File: src/bls_pkg.sv
// shared types and codes for the bounded lifo stack unit
package bls_pkg;

    localparam int MODE_W   = 2;
    localparam int WORD_W   = 32;
    localparam int INDEX_W  = 5;
    localparam int STATUS_W = 2;

    localparam logic [MODE_W-1:0] MODE_PUSH = 2'd0;
    localparam logic [MODE_W-1:0] MODE_POP  = 2'd1;
    localparam logic [MODE_W-1:0] MODE_PEEK = 2'd2;

    localparam logic [STATUS_W-1:0] ST_OK        = 2'd0;
    localparam logic [STATUS_W-1:0] ST_OVERFLOW  = 2'd1;
    localparam logic [STATUS_W-1:0] ST_UNDERFLOW = 2'd2;
    localparam logic [STATUS_W-1:0] ST_BAD_INDEX = 2'd3;

    localparam logic [WORD_W-1:0] WORD_NONE = '1;

    // shift command shared by every cell of the chain
    typedef struct packed {
        logic push;
        logic pop;
    } shift_t;

    // one result transaction
    typedef struct packed {
        logic                       is_empty;
        logic                       is_full;
        logic [STATUS_W-1:0]        status;
        logic signed [WORD_W-1:0]   read_data;
    } result_t;

endpackage

File: src/bls_cell.sv
// one stack cell: holds a word, takes it from the upper or lower neighbor on a shift
module bls_cell (
    input  logic                              aclk,
    input  bls_pkg::shift_t                   shift,
    input  logic signed [bls_pkg::WORD_W-1:0] from_up,
    input  logic signed [bls_pkg::WORD_W-1:0] from_down,
    output logic signed [bls_pkg::WORD_W-1:0] word_q
);
    import bls_pkg::*;

    logic signed [WORD_W-1:0] word_reg;
    logic signed [WORD_W-1:0] word_next;

    always_comb begin
        word_next = word_reg;
        if (shift.push) begin
            word_next = from_up;
        end else if (shift.pop) begin
            word_next = from_down;
        end
    end

    always_ff @(posedge aclk) begin
        word_reg <= word_next;
    end

    assign word_q = word_reg;

endmodule

File: src/bls_out_buf.sv
// output register with skid stage for result transactions
module bls_out_buf (
    input  logic             aclk,
    input  logic             aresetn,
    input  logic             in_valid,
    output logic             in_ready,
    input  bls_pkg::result_t in_data,
    output logic             out_valid,
    input  logic             out_ready,
    output bls_pkg::result_t out_data
);
    import bls_pkg::*;

    result_t main_reg;
    result_t skid_reg;
    logic    main_valid_reg;
    logic    skid_valid_reg;

    assign in_ready  = !skid_valid_reg;
    assign out_valid = main_valid_reg;
    assign out_data  = main_reg;

    always_ff @(posedge aclk) begin
        if (!aresetn) begin
            main_valid_reg <= 1'b0;
            skid_valid_reg <= 1'b0;
        end else if (main_valid_reg && out_ready) begin
            if (skid_valid_reg) begin
                main_reg       <= skid_reg;
                skid_valid_reg <= 1'b0;
            end else if (in_valid) begin
                main_reg <= in_data;
            end else begin
                main_valid_reg <= 1'b0;
            end
        end else if (in_valid && !skid_valid_reg) begin
            if (!main_valid_reg) begin
                main_reg       <= in_data;
                main_valid_reg <= 1'b1;
            end else begin
                skid_reg       <= in_data;
                skid_valid_reg <= 1'b1;
            end
        end
    end

endmodule

File: src/bounded_lifo_stack_unit.sv
// top level of the bounded lifo stack unit: cell chain, count control, output buffer
//
// usage
// - input channel s_*: one transaction per operation; s_tuser carries the mode
//   (push, pop, peek), s_tdata the push word and the peek depth index
// - result channel m_*: exactly one result transaction per input transaction,
//   in order: popped or peeked word (all ones on push, error or unused mode),
//   status, full and empty flags as seen after the operation
// - cfg_wr_en / cfg_wr_data write the capacity register; write only while idle;
//   capacity zero acts as one, values above DEPTH act as DEPTH
// - the stack is a chain of DEPTH cells, cell 0 holding the top entry; a push
//   shifts every cell one place down, a pop one place up, all cells together
// - one transaction per cycle, sustained while m_tready holds; the result
//   reaches m_* through the output register (one register stage)
// - a stalled receiver fills the output register and then a one-entry skid
//   stage; s_tready drops only once both hold results
// - reset empties the stack and sets capacity to 16; entry words are not cleared
//   and are never read before they are written
// - peek reaches the top min(DEPTH, 31) cells, the reach of the 5-bit index
module bounded_lifo_stack_unit #(
    parameter int DEPTH = 16
) (
    input  logic                          aclk,
    input  logic                          aresetn,
    // capacity register
    input  logic                          cfg_wr_en,
    input  logic [4:0]                    cfg_wr_data,
    // input transactions
    input  logic                          s_tvalid,
    output logic                          s_tready,
    input  logic [39:0]                   s_tdata,  // push_value[31:0], depth_index[36:32], zero
    input  logic [bls_pkg::MODE_W-1:0]    s_tuser,  // mode[1:0]
    // result transactions
    output logic                          m_tvalid,
    input  logic                          m_tready,
    output logic [39:0]                   m_tdata   // read_data[31:0], status[33:32],
                                                    // is_full[34], is_empty[35], zero
);
    import bls_pkg::*;

    // count width holds 0..DEPTH; compare width also holds the 5-bit capacity
    localparam int CW = $clog2(DEPTH + 1);
    localparam int EW = (CW > INDEX_W) ? CW : INDEX_W;
    // cells the 5-bit peek index can reach
    localparam int PN = (DEPTH < 31) ? DEPTH : 31;

    // input field unpacking
    logic [MODE_W-1:0]        in_mode;
    logic signed [WORD_W-1:0] in_value;
    logic [INDEX_W-1:0]       in_index;

    assign in_mode  = s_tuser;
    assign in_value = s_tdata[WORD_W-1:0];
    assign in_index = s_tdata[WORD_W+INDEX_W-1:WORD_W];

    // capacity register and effective capacity
    logic [INDEX_W-1:0] cap_reg;
    logic [EW-1:0]      cap_x;
    logic [EW-1:0]      cap_eff;

    always_ff @(posedge aclk) begin
        if (!aresetn) begin
            cap_reg <= 5'd16;
        end else if (cfg_wr_en) begin
            cap_reg <= cfg_wr_data;
        end
    end

    assign cap_x = EW'(cap_reg);

    always_comb begin
        if (cap_reg == '0) begin
            cap_eff = EW'(1);
        end else if (cap_x > EW'(DEPTH)) begin
            cap_eff = EW'(DEPTH);
        end else begin
            cap_eff = cap_x;
        end
    end

    // entry count
    logic [CW-1:0] count_reg;
    logic [CW-1:0] count_next;
    logic [EW-1:0] count_x;
    logic [EW-1:0] count_next_x;

    assign count_x      = EW'(count_reg);
    assign count_next_x = EW'(count_next);

    // transaction handshake toward the output buffer
    logic    buf_ready;
    logic    in_fire;
    result_t res;

    assign s_tready = buf_ready;
    assign in_fire  = s_tvalid && buf_ready;

    // cell chain
    logic signed [WORD_W-1:0] cell_q [DEPTH];
    shift_t                   shift;

    // peek selection over the reachable cells
    logic [INDEX_W-1:0]       peek_pos;
    logic signed [WORD_W-1:0] peek_word;

    assign peek_pos = in_index - INDEX_W'(1);

    always_comb begin
        peek_word = WORD_NONE;
        for (int i = 0; i < PN; i++) begin
            if (peek_pos == INDEX_W'(i)) begin
                peek_word = cell_q[i];
            end
        end
    end

    // operation decode
    always_comb begin
        shift         = '0;
        count_next    = count_reg;
        res.read_data = WORD_NONE;
        res.status    = ST_OK;
        if (in_fire) begin
            unique case (in_mode)
                MODE_PUSH: begin
                    if (count_x >= cap_eff) begin
                        res.status = ST_OVERFLOW;
                    end else begin
                        shift.push = 1'b1;
                        count_next = count_reg + CW'(1);
                    end
                end
                MODE_POP: begin
                    if (count_reg == '0) begin
                        res.status = ST_UNDERFLOW;
                    end else begin
                        shift.pop     = 1'b1;
                        count_next    = count_reg - CW'(1);
                        res.read_data = cell_q[0];
                    end
                end
                MODE_PEEK: begin
                    if (in_index == '0 || EW'(in_index) > count_x) begin
                        res.status = ST_BAD_INDEX;
                    end else begin
                        res.read_data = peek_word;
                    end
                end
                default: begin
                    // unused mode: no operation
                end
            endcase
        end
        res.is_full  = (count_next_x >= cap_eff);
        res.is_empty = (count_next == '0);
    end

    always_ff @(posedge aclk) begin
        if (!aresetn) begin
            count_reg <= '0;
        end else begin
            count_reg <= count_next;
        end
    end

    // push feeds cell 0 from the input, pop pulls every cell up one place
    genvar g;
    generate
        for (g = 0; g < DEPTH; g++) begin : g_cell
            logic signed [WORD_W-1:0] up_word;
            logic signed [WORD_W-1:0] down_word;
            if (g == 0) begin : g_top
                assign up_word = in_value;
            end else begin : g_mid
                assign up_word = cell_q[g-1];
            end
            if (g == DEPTH - 1) begin : g_bottom
                assign down_word = cell_q[g];
            end else begin : g_upper
                assign down_word = cell_q[g+1];
            end
            bls_cell u_cell (
                .aclk      (aclk),
                .shift     (shift),
                .from_up   (up_word),
                .from_down (down_word),
                .word_q    (cell_q[g])
            );
        end
    endgenerate

    // result register and skid stage
    result_t out_res;

    bls_out_buf u_out_buf (
        .aclk      (aclk),
        .aresetn   (aresetn),
        .in_valid  (in_fire),
        .in_ready  (buf_ready),
        .in_data   (res),
        .out_valid (m_tvalid),
        .out_ready (m_tready),
        .out_data  (out_res)
    );

    assign m_tdata = {4'd0, out_res.is_empty, out_res.is_full, out_res.status,
                      out_res.read_data};

    // checks
    a_count_bound: assert property (@(posedge aclk) disable iff (!aresetn)
        EW'(count_reg) <= EW'(DEPTH))
        else $error("entry count beyond depth");

    a_ready_when_idle: assert property (@(posedge aclk) disable iff (!aresetn)
        !m_tvalid |-> s_tready)
        else $error("input stalled with empty output stage");

    a_pop_count: assert property (@(posedge aclk) disable iff (!aresetn)
        (in_fire && in_mode == MODE_POP && count_reg != '0)
        |=> count_reg == $past(count_reg) - CW'(1))
        else $error("pop did not lower the count");

    a_push_full: assert property (@(posedge aclk) disable iff (!aresetn)
        (in_fire && in_mode == MODE_PUSH && count_x >= cap_eff)
        |=> $stable(count_reg))
        else $error("overflowing push changed the count");

endmodule
File: config.mk
export PLATFORM = sky130hd
export DESIGN_NAME = bounded_lifo_stack_unit
export DESIGN_NICKNAME = d
export VERILOG_FILES = /design/src/bls_pkg.sv /design/src/bls_cell.sv /design/src/bls_out_buf.sv /design/src/bounded_lifo_stack_unit.sv
export SDC_FILE = /design/constraint.sdc
export NUM_CORES = 1
export LEC_CHECK = 0
export BUFFER_PORTS_ARGS = -buffer_cell sky130_fd_sc_hd__buf_2
export CAP_MARGIN = 20
export CORE_UTILIZATION = 52
export DETAILED_ROUTE_END_ITERATION = 7
export GPL_TIMING_DRIVEN = 0
export PLACE_DENSITY = 0.71
export SLEW_MARGIN = 5
export SYNTH_ARGS = -nofsm -noshare
export SYNTH_HDL_FRONTEND = slang
export SYNTH_HIERARCHICAL = 1
export SYNTH_SLANG_ARGS = --single-unit
File: constraint.sdc
create_clock -name aclk -period 5 [get_ports aclk]
set_clock_uncertainty 0.05 [all_clocks]
set_input_delay 0.5 -clock aclk [delete_from_list [all_inputs] [get_ports aclk]]
set_output_delay 0.5 -clock aclk [all_outputs]
set_load 0.03 [all_outputs]
==> impl_metrics.ini <==
[run_status]
status = finished with violations
violations = design-rule violations

[timing]
tns_ns = 0
hold_viol_final = 0
setup_viol = 0
tightest_slew_ns = 1.20
holdWs_ns = 0.0772
fin_crit_sh_pct = 97.3
rsz0062_at_grt = false
drv_slew = 0
worst_slack_ns = 0.137
max_slew_margin_pct = 20.1
min_period_ns = 4.86
fmax_ghz = 0.206

[placement]
port_buffers = 85
place_area_um2 = 35200
place_inst = 3176
hpwl_um = 81400
pre_cts_ws_ns = -0.855
routabilityCongestion = 1.01

[floorplan]
ios = 94
start_util_pct = 52.8
placementRows = 92
die_x_um = 255
dieHeight_um = 255
core_um2 = 63200
dieArea_um2 = 65200

[yosys]
netlist_top_cells_count = 584 x edfxtp_1, 494 x mux2_4, 94 x a21oi_1
post_synth.cell_area_avg_um2 = 15.0
syn_area_um2 = 33400
ys_ff_latch = 596
yosysWarnings = 6
synth_top_area_share_pct = 52.6
synth_flop_cell = edfxtp_1
yosysTopAreaCell = edfxtp_1
yosysSeqAreaShare_pct = 53.3
synth_edf_count = 584
ys_types = 84
synthTopCellsByArea = edfxtp_1 53%, mux2_4 22%, buf_12 2.9%, mux2_2 2.6%, o22ai_1 1.7%
syn_inst = 2227
yosys.cell_count.top_type = edfxtp_1
async_reset_ff_share_pct = 0

[critical_path]
r2r_cells = 10
arrival_ns = 5.17
r2r-end = u_out_buf/out_data[27]
r2r_start = count_reg[2]
critPathLaunchType = input pin
path_cells = buf_2, clkbuf_2, buf_4, buf_4, inv_1, ha_1, and4_1, a21oi_1, o31a_1, or2_2, nor3_1, clkbuf_2, a31oi_1, mux2_4
critPathCaptureType = flip-flop
worstPathRequired_ns = 5.31
r2r_slack_ns = 1.04
slowest_stage = nor3_1
crit_path_max_incr_delay_ns = 0.60
criticalPathCategory = in2reg
crit_path_max_fanout = 16

[routing]
final_antenna_net_count = 0
drt-total-wl_um = 113000
via_count = 22400
drtPass1Iterations = 8
drtIter0Drc = 3126
wire_per_inst_um = 34.1
routed_via_density = 6.78
drc = 2

[clock_network]
cts_htree_levels = 3
cts_buffers = 68
clkTransAtPathRegs_ns = 0.06
clk_latency_ns = 0.63
clock-sinks = 596
cts.path.max_buffers = 3
post-cts-setup-buffer-count = 0
root_buffer = clkbuf_16
tritoncts = yes

[layout]
synthToLayoutAreaGrowth_pct = 12.5
layout.nets = 2473
design_area_um2 = 37500
drive_gt1_share_pct = 38.0
final_cells = 3302
ff_latch_area_um2 = 17800
nFillCells = 4803
largest_reg_flops = 512
multi_input_area_um2 = 13800
finalCoreUtilization_pct = 59.4

[hold_path]
hold_path.class = in2reg
hp-start = cfg_wr_data[4]
hold_depth = 3
hold_path_end = cap_reg[4]

[global_route]
antenna_found_initial = 0
grt_pass1_vias = 22400
grt_use_total_pct = 34.7
grt_max_degree = 33
grt_pass1_wl_um = 160000
grt_overflow = 0

[job]
drv_cap = 0

[pwr]
p_leak_nw = 12.7
p_per_area_nw_per_um2 = 335
total_power_mw = 12.6
peakVddDrop_mv = 0.419
how the worst max path moves through the flow:
stage | slack, ns | cells past startpoint | to | startpoint
final | 0.14 | 14 | u_out_buf/out_data[27] | s_tdata[32]
after global placement | -0.82 | 15 | u_out_buf/out_data[28] | s_tdata[32]
after global routing | 0.17 | 14 | u_out_buf/out_data[4] | s_tdata[32]
after floorplan | 0.79 | 16 | u_out_buf/out_data[34] | cap_reg[1]
after detailed placement | -0.85 | 15 | u_out_buf/out_data[4] | s_tdata[32]
after CTS | 0.17 | 14 | u_out_buf/out_data[28] | s_tdata[32]
timing repair:
action | in CTS | in global routing
hold endpoints to repair | 0 | 0
setup endpoints to repair | 10 | 10
hold buffers | 0 | 0
gates resized for setup | 0 | 4
layout by cell type, fill, tap and decap left out, drive strengths merged, types with 11 or more instances in the layout:
cell type | netlist | layout
edfxtp | 584 | 584
mux2 | 571 | 571
buf | 122 | 222
clkbuf | 55 | 133
a21oi | 94 | 94
o22ai | 93 | 93
nor2 | 88 | 88
o21ai | 72 | 72
nand2 | 69 | 69
a31oi | 31 | 31
nand3 | 30 | 30
inv | 23 | 27
clkinv | 1 | 27
a211oi | 26 | 26
mux2i | 25 | 25
nor3 | 23 | 23
a221oi | 22 | 22
nor2b | 21 | 21
ha | 21 | 21
or3 | 21 | 21
or2 | 20 | 20
o211ai | 16 | 16
o22a | 14 | 14
nand2b | 13 | 13
a21o | 13 | 13
a22oi | 13 | 13
dfxtp | 12 | 12
bufinv | 0 | 12
o221ai | 11 | 11
a222oi | 11 | 11
metal layers:
metal | up-vias | track usage, % | part of all wire [%]
li1 | 9191 | - | -
met1 | 11400 | 45.5 | 39
met2 | 1429 | 53.6 | 46
met3 | 312 | 6.30 | 9.1
met4 | 0 | 20.9 | 6.6
met5 | - | 0 | 0
worst max-delay path: cells and delay by family:
kind	cells	cell delay, ns
simple gates	3	1.19
fa+ha+maj	1	0.51
mux	1	0.31
buf+inv	6	2.02
compound gates	3	0.60
where the power goes:
part	internal (mW)	switching, mW	total [mW]	leakage (nW)
Combinational	0.577	0.812	1.39	6.82
Clock	3.21	2.15	5.36	1.15
Sequential	5.68	0.149	5.83	4.72
Total	9.47	3.11	12.6	12.7
layout make-up:
type / instances / area share (%)
diodes: 4 / 0.0267
plain buffers: 176 / 4.50
clock buffers: 78 / 4.80
clock inverters: 44 / 1.45
inverters: 24 / 0.240
multi-input cells: 1433 / 36.9
flip-flops and latches: 596 / 47.4
well taps: 846 / 2.82
repair buffers: 101 / 1.92
cell families after synthesis:
kind of cell	share of synthesized area, %
buf+inv	5.34
simple gates	5.05
compound gates	9.79
flops	53.3
mux	25.7
other cells	0.0112
fa+ha+maj	0.788
No activity file was read; power rests on OpenSTA's default activity.
